===== config.mk =====
export PLATFORM = sky130hd
export DESIGN_NAME = string_escape_decoder
export DESIGN_NICKNAME = d
export VERILOG_FILES = /design/src/hdl/sed_pkg.sv /design/src/hdl/string_escape_decoder.sv
export SDC_FILE = /design/constraint.sdc
export NUM_CORES = 1
export LEC_CHECK = 0
export BUFFER_PORTS_ARGS = -buffer_cell sky130_fd_sc_hd__clkbuf_2
export CELL_PAD_IN_SITES_DETAIL_PLACEMENT = 1
export CELL_PAD_IN_SITES_GLOBAL_PLACEMENT = 1
export CORE_ASPECT_RATIO = 1.1
export CORE_UTILIZATION = 35
export CTS_CLUSTER_DIAMETER = 60
export DETAILED_ROUTE_END_ITERATION = 8
export GPL_TIMING_DRIVEN = 0
export PLACE_DENSITY_LB_ADDON = 0.1
export SYNTH_ARGS = -nofsm -noshare
export SYNTH_HDL_FRONTEND = slang
export SYNTH_SLANG_ARGS = --single-unit

===== constraint.sdc =====
create_clock -name clk_i -period 9.8 [get_ports clk_i]
set_clock_uncertainty 0.15 [all_clocks]
set_input_delay 0.98 -clock clk_i [delete_from_list [all_inputs] [get_ports clk_i]]
set_output_delay 0.98 -clock clk_i [all_outputs]
set_load 0.02 [all_outputs]

===== src/hdl/sed_pkg.sv =====
// ----------------------------------------------------------------------------
// sed_pkg
// Types and constants shared by the string escape decoder.
// ----------------------------------------------------------------------------
package sed_pkg;

  localparam int unsigned CharWidth  = 8;
  localparam int unsigned LineWidth  = 16;
  localparam int unsigned OctWidth   = 9;
  localparam int unsigned QueueDepth = 4;
  localparam int unsigned QueuePtrW  = $clog2(QueueDepth);
  localparam int unsigned QueueCntW  = $clog2(QueueDepth + 1);

  localparam logic [CharWidth-1:0] DelimReset  = 8'd34;
  localparam logic [CharWidth-1:0] EscapeReset = 8'd92;
  localparam logic [LineWidth-1:0] LineReset   = 16'd1;

  localparam logic [CharWidth-1:0] ChTab     = 8'd9;
  localparam logic [CharWidth-1:0] ChNewline = 8'd10;
  localparam logic [CharWidth-1:0] ChFormFd  = 8'd12;
  localparam logic [CharWidth-1:0] ChReturn  = 8'd13;
  localparam logic [CharWidth-1:0] ChEsc     = 8'd27;

  typedef enum logic [0:0] {
    REG_DELIMITER = 1'b0,
    REG_ESCAPE    = 1'b1
  } sed_reg_e;

  typedef enum logic [1:0] {
    KIND_CHAR    = 2'd0,
    KIND_EOS     = 2'd1,
    KIND_UNTERM  = 2'd2
  } sed_kind_e;

  typedef enum logic [2:0] {
    MODE_NORMAL = 3'b001,
    MODE_ESCAPE = 3'b010,
    MODE_OCTAL  = 3'b100
  } sed_mode_e;

  typedef struct packed {
    sed_kind_e            kind;
    logic [CharWidth-1:0] value;
    logic [LineWidth-1:0] line;
    logic                 last;
  } sed_result_t;

  // Outcome of a character seen in normal mode.
  typedef struct packed {
    logic                 emit;
    logic                 to_escape;
    sed_kind_e            kind;
    logic [CharWidth-1:0] value;
  } sed_normal_t;

endpackage


===== src/hdl/string_escape_decoder.sv =====
// Results are registered into a result queue when their input word is accepted.
// Throughput: one input word per cycle while two queue entries are free;
// a word that yields two results is absorbed by a four-entry result queue.
// Reset: delimiter 34, escape 92, normal mode, line count 1, queue empty.
// ----------------------------------------------------------------------------
// string_escape_decoder
// Decodes a quoted string literal one raw character per word, yielding
// decoded characters, end-of-string marks and unterminated-string errors.
// ----------------------------------------------------------------------------
module string_escape_decoder
  import sed_pkg::*;
(
  input  logic                 clk_i,
  input  logic                 rst_ni,
  input  logic                 cfg_we_i,
  input  logic                 cfg_idx_i,
  input  logic [CharWidth-1:0] cfg_data_i,
  input  logic                 in_valid_i,
  output logic                 in_ready_o,
  input  logic [CharWidth-1:0] char_in_i,
  input  logic                 end_of_input_i,
  output logic                 out_valid_o,
  input  logic                 out_ready_i,
  output logic [1:0]           kind_o,
  output logic [CharWidth-1:0] value_o,
  output logic [LineWidth-1:0] line_number_o,
  output logic                 last_o
);

  logic [CharWidth-1:0] delim_q, escape_q;
  sed_mode_e            mode_q, mode_d;
  logic [OctWidth-1:0]  oval_q, oval_d;
  logic [1:0]           ocnt_q, ocnt_d;
  logic [LineWidth-1:0] line_q, line_d;

  sed_result_t          queue_q [QueueDepth];
  logic [QueuePtrW-1:0] head_q, tail_q;
  logic [QueueCntW-1:0] count_q;

  logic                 in_fire, pop;
  logic                 emit0, emit1;
  sed_kind_e            kind0, kind1;
  logic [CharWidth-1:0] val0, val1;
  logic [1:0]           n_push;
  logic                 is_digit;
  logic [OctWidth-1:0]  oval_n;
  logic [1:0]           ocnt_n;
  sed_normal_t          nr;

  function automatic sed_normal_t normal_step(logic [CharWidth-1:0] c, logic eoi,
                                              logic [CharWidth-1:0] delim,
                                              logic [CharWidth-1:0] esc);
    sed_normal_t r;
    r.emit      = 1'b1;
    r.to_escape = 1'b0;
    r.kind      = KIND_CHAR;
    r.value     = c;
    // The delimiter wins over newline and escape.
    if (!eoi && c == delim) begin
      r.kind  = KIND_EOS;
      r.value = '0;
    end else if (eoi || c == ChNewline) begin
      r.kind  = KIND_UNTERM;
      r.value = '0;
    end else if (c == esc) begin
      r.emit      = 1'b0;
      r.to_escape = 1'b1;
    end
    return r;
  endfunction

  assign in_ready_o = (count_q <= QueueCntW'(QueueDepth - 2));
  assign in_fire    = in_valid_i & in_ready_o;
  assign out_valid_o = (count_q != '0);
  assign pop        = out_valid_o & out_ready_i;

  assign is_digit = (char_in_i >= "0") && (char_in_i <= "7");
  assign oval_n   = {oval_q[OctWidth-4:0], char_in_i[2:0]};
  assign ocnt_n   = ocnt_q + 2'd1;
  assign nr       = normal_step(char_in_i, end_of_input_i, delim_q, escape_q);

  always_comb begin
    mode_d = mode_q;
    oval_d = oval_q;
    ocnt_d = ocnt_q;
    line_d = line_q;
    emit0  = 1'b0;
    emit1  = 1'b0;
    kind0  = KIND_CHAR;
    kind1  = KIND_CHAR;
    val0   = '0;
    val1   = '0;
    case (mode_q)
      MODE_ESCAPE: begin
        mode_d = MODE_NORMAL;
        emit0  = 1'b1;
        if (end_of_input_i) begin
          kind0 = KIND_EOS;
        end else begin
          case (char_in_i)
            "t":       val0 = ChTab;
            "n":       val0 = ChNewline;
            "f":       val0 = ChFormFd;
            "r":       val0 = ChReturn;
            "e", "p":  val0 = ChEsc;
            ChNewline: begin
              // Line continuation yields nothing.
              emit0  = 1'b0;
              line_d = line_q + LineWidth'(1);
            end
            default: begin
              if (is_digit) begin
                emit0  = 1'b0;
                oval_d = OctWidth'(char_in_i[2:0]);
                ocnt_d = 2'd1;
                mode_d = MODE_OCTAL;
              end else begin
                val0 = char_in_i;
              end
            end
          endcase
        end
      end
      MODE_OCTAL: begin
        if (!end_of_input_i && is_digit) begin
          if (ocnt_n == 2'd3) begin
            emit0  = 1'b1;
            val0   = oval_n[CharWidth-1:0];
            oval_d = '0;
            ocnt_d = '0;
            mode_d = MODE_NORMAL;
          end else begin
            oval_d = oval_n;
            ocnt_d = ocnt_n;
          end
        end else begin
          // Flush the value, then treat this character as a normal one.
          emit0  = 1'b1;
          val0   = oval_q[CharWidth-1:0];
          oval_d = '0;
          ocnt_d = '0;
          emit1  = nr.emit;
          kind1  = nr.kind;
          val1   = nr.value;
          mode_d = nr.to_escape ? MODE_ESCAPE : MODE_NORMAL;
        end
      end
      default: begin
        emit0  = nr.emit;
        kind0  = nr.kind;
        val0   = nr.value;
        mode_d = nr.to_escape ? MODE_ESCAPE : MODE_NORMAL;
      end
    endcase
  end

  assign n_push = in_fire ? ({1'b0, emit0} + {1'b0, emit1}) : 2'd0;

  always_ff @(posedge clk_i or negedge rst_ni) begin
    if (!rst_ni) begin
      delim_q  <= DelimReset;
      escape_q <= EscapeReset;
      mode_q   <= MODE_NORMAL;
      oval_q   <= '0;
      ocnt_q   <= '0;
      line_q   <= LineReset;
      head_q   <= '0;
      tail_q   <= '0;
      count_q  <= '0;
    end else begin
      if (cfg_we_i) begin
        case (cfg_idx_i)
          REG_DELIMITER: delim_q  <= cfg_data_i;
          REG_ESCAPE:    escape_q <= cfg_data_i;
          default:       delim_q  <= delim_q;
        endcase
      end
      if (in_fire) begin
        mode_q <= mode_d;
        oval_q <= oval_d;
        ocnt_q <= ocnt_d;
        line_q <= line_d;
      end
      if (pop) begin
        head_q <= head_q + QueuePtrW'(1);
      end
      tail_q  <= tail_q + QueuePtrW'(n_push);
      count_q <= count_q + QueueCntW'(n_push) - QueueCntW'(pop);
    end
  end

  always_ff @(posedge clk_i) begin
    if (in_fire && emit0) begin
      queue_q[tail_q] <= '{kind: kind0, value: val0, line: line_d, last: !emit1};
    end
    if (in_fire && emit1) begin
      queue_q[tail_q + QueuePtrW'(1)] <= '{kind: kind1, value: val1, line: line_d, last: 1'b1};
    end
  end

  assign kind_o        = queue_q[head_q].kind;
  assign value_o       = queue_q[head_q].value;
  assign line_number_o = queue_q[head_q].line;
  assign last_o        = queue_q[head_q].last;

endmodule

==> results by group <==
Detailed routing
  • Initial DRC Count: roughly 370
  • Post-DRT Antenna Nets: 0
  • DR pass1 iterations: 5
  • Post-Route WL: 21.3 mm
  • Via count: 5527
  • DR WL/cell: between 20 and 25 um
  • DRC errors left: 0
  • Post-DR vias/cell: 5.42

STA
  • Final Critical Period: 4.45 ns
  • Slew @ Worst Pin: 1.34 ns
  • Slew Limit Fails: 0
  • Final hold vios: 0
  • Final setup viols: 0
  • Setup_tns: 0 ns
  • FMAX: 225 MHz
  • RSZ-0062 raised after global routing: no
  • Final period utilization: 0.454
  • Fin worst setup slack: between 5 and 6 ns
  • Slew HR: 0.104

Synthesis
  • Post-Syn Area: 8010 um2
  • Flops & latches, synth: 160
  • Async SR Flop Fraction: 0.325
  • Yosys warnings: 0
  • Post-synthesis net count: 672
  • Register area share after synthesis: 0.564
  • Most used DFF post-synth: edfxtp_1
  • Cells after synthesis: 642
  • Cell variety after synth: 67
  • Syn Area/Cell: 12.5 um2
  • Post-synth EDFFs: 104

Clock network
  • Worst-skew pair later-pin latency: between 0.4 and 0.5 ns
  • Total CTS buffers: 17
  • PostCTS Resize Cnt: 0
  • Longest Clk Path Bufs: 2
  • CTS tree: done
  • Clk slew on worst S/H paths: ~0.07 ns
  • Hold buffer count at CTS: 0
  • Clk root buf: clkbuf_16
  • H-tree levels: 4
  • Clock Sinks: 160
  • Setup repair bufs after CTS: 0

Floorplan
  • Die area: 23500 um2
  • Placeable Area: 22300 um2
  • Die W: 146 um
  • Number of I/O pins: 52
  • Num rows: 57
  • Die Height: ~160 um
  • Starting Density: 0.360

GRT
  • Antenna violations before repair: 0
  • Vias in the first global route: 5904
  • Grt ovf: 0
  • First-pass GRT wire length: roughly 34 mm
  • Largest net degree at the start of global routing: 53
  • GR Util All Layers: 0.193

Setup path
  • Cells along the critical path: clkbuf_2, buf_2, and3b_1, nand2_1, nand2_1, nor2_1, nand3_1, and2_1, buf_6, inv_1
  • Crit end category: flop
  • Slowest CP cell: inv_1
  • Buf/Inv on CP: 4
  • CP Class: in -> reg
  • Crit start category: input pin
  • Top delay family on crit path: simple AND/OR/NAND/NOR gates
  • CP max stage delay: 0.92 ns
  • CP Max Fanout: 27
  • WP data arrival: 4.34 ns
  • Req. time, crit path: 9.69 ns
  • Most used cell along the critical path: nand2_1

Place
  • Placement Setup Slack: 4.87 ns
  • Post-DP HPWL: 14.8 mm
  • RD Place Congestion: around 0.87
  • PortBufs: 50

Power
  • Share of power burned in registers: 0.384
  • Worst vdd ir: 0.122 mV
  • Clock power frac: 0.334
  • Power Dens Cells: between 200 and 250 nW/um2
  • Leak: 3.36 nW
  • Power, Total: 0.00216 W
  • Logic pwr share: 0.282
  • P_sw: around 0.00069 W
  • Int Power: 0.00147 W
  • Switching Share: 0.321

Job
  • Max Cap Violations: 0

Final layout
  • Filler cells: 2398
  • Area delta synth->final: 15.6%
  • Multi-input gate area: 3210 um2
  • N_diodes: 0
  • Register area: 4510 um2
  • Share of cells above drive strength 1: 0.227
  • Nets: between 700 and 800

Min path
  • Min-delay worst type: reg -> reg

Outcome
  • Outcome: finished, final reports clean
## final cells by class
class                   count  area share
flip-flops and latches    160       0.488
multi-input cells         428       0.347
clock buffers              18      0.0463
well taps                 295      0.0399
repair buffers             50      0.0273
plain buffers              36      0.0231
clock inverters            14      0.0216
inverters                  18     0.00730
## per-layer routing
metal	track usage	up-vias	share of wire
li1	-	2536	-
met1	0.259	2831	0.46
met2	0.314	135	0.48
met3	0.0412	25	0.045
met4	0.0545	0	0.013
met5	0	-	0
## synthesized netlist by cell type, types with 4 or more instances
master	instances	share of area
edfxtp_1	104	0.39
nor2_1	92	0.043
nand2_1	49	0.023
dfrtp_1	44	0.14
xnor2_1	32	0.035
mux4_2	27	0.076
o22ai_1	24	0.019
xor2_1	22	0.024
inv_1	18	0.0084
nand3_1	17	0.011
mux2_2	16	0.022
clkbuf_1	15	0.0070
o21ai_0	14	0.0087
a21oi_1	10	0.0062
buf_2	9	0.0056
nand4_1	9	0.0070
nor3_1	9	0.0056
o21a_1	9	0.0084
o2bb2ai_1	9	0.0098
buf_6	8	0.011
dfstp_2	8	0.026
a22o_1	6	0.0066
and2_1	6	0.0047
ha_1	6	0.0094
and3_1	4	0.0031
dfxtp_1	4	0.010
nand2b_1	4	0.0031
nor4_1	4	0.0031
## cell usage in the layout, fill, tap and decap left out, drive strengths merged, types with 24 or more instances in the layout
| master | netlist | final |
|---|---|---|
| xnor2 | 32 | 32 |
| o22ai | 24 | 24 |
| dfrtp | 44 | 44 |
| inv | 18 | 24 |
| clkbuf | 15 | 82 |
| mux4 | 27 | 27 |
| nand2 | 50 | 50 |
| nor2 | 92 | 92 |
| edfxtp | 104 | 104 |
## cell families after synthesis
group,after synthesis,share of synthesized area
flops,160,0.564
compound gates,101,0.0947
fa+ha+maj,7,0.0119
simple gates,222,0.136
buf+inv,54,0.0351
mux,44,0.0997
xor+xnor,54,0.0591
## through the flow
step	instance area [um2]	hold slack [ns]	std cells	util
floorplan	8010	0.285	642	-
CTS	9260	0.322	1019	0.416
finish	9260	0.314	1019	0.416
detailed placement	8630	0.306	987	0.388
global placement	8630	0.297	987	0.388
global route	9260	0.335	1019	0.416
## worst register-to-register path, stage by stage (launching register included)
cell and delay (ns):
dfrtp_1 0.46, nor3b_1 0.67, nand2_1 0.35, nor2_1 0.37, nand3_1 0.52, and2_1 0.33
buf_6 0.15, inv_1 0.92
## flip-flops by register name, summed over array words and instances, names as in the netlist
register  flops
count_q       3
mode_q        3
line_q       16
head_q        2
ocnt_q        2
queue_q     108
oval_q        8
tail_q        2
escape_q      8
delim_q       8
## final timing paths
| check | start | to | slack (ns) | cells past startpoint |
|---|---|---|---|---|
| worst max-delay path | char_in_i[4] | queue_q[3][22] | 5.35 | 10 |
| worst min-delay path | queue_q[0][0] | queue_q[0][0] | 0.31 | 1 |
| worst max register to register | mode_q[2] | queue_q[3][22] | 5.48 | 7 |
| worst min register to register | queue_q[0][0] | queue_q[0][0] | 0.31 | 1 |
| max in group asynchronous | rst_ni | mode_q[2] | 8.58 | 1 |
| min in group asynchronous | rst_ni | ocnt_q[1] | 0.45 | 1 |
## power by group through the flow
| stage | Combinational [W] | Sequential [W] | Clock, W |
|---|---|---|---|
| 2_1_floorplan | 0.000432 | 0.000833 | 0 |
| 3_3_place_gp | 0.000615 | 0.000840 | 0 |
| 3_5_place_dp | 0.000626 | 0.000845 | 0 |
| 4_1_cts | 0.000627 | 0.000831 | 0.000733 |
| 5_1_grt | 0.000664 | 0.000837 | 0.000759 |
| 6_report | 0.000609 | 0.000830 | 0.000721 |
Power figures use the tool's default switching activity.
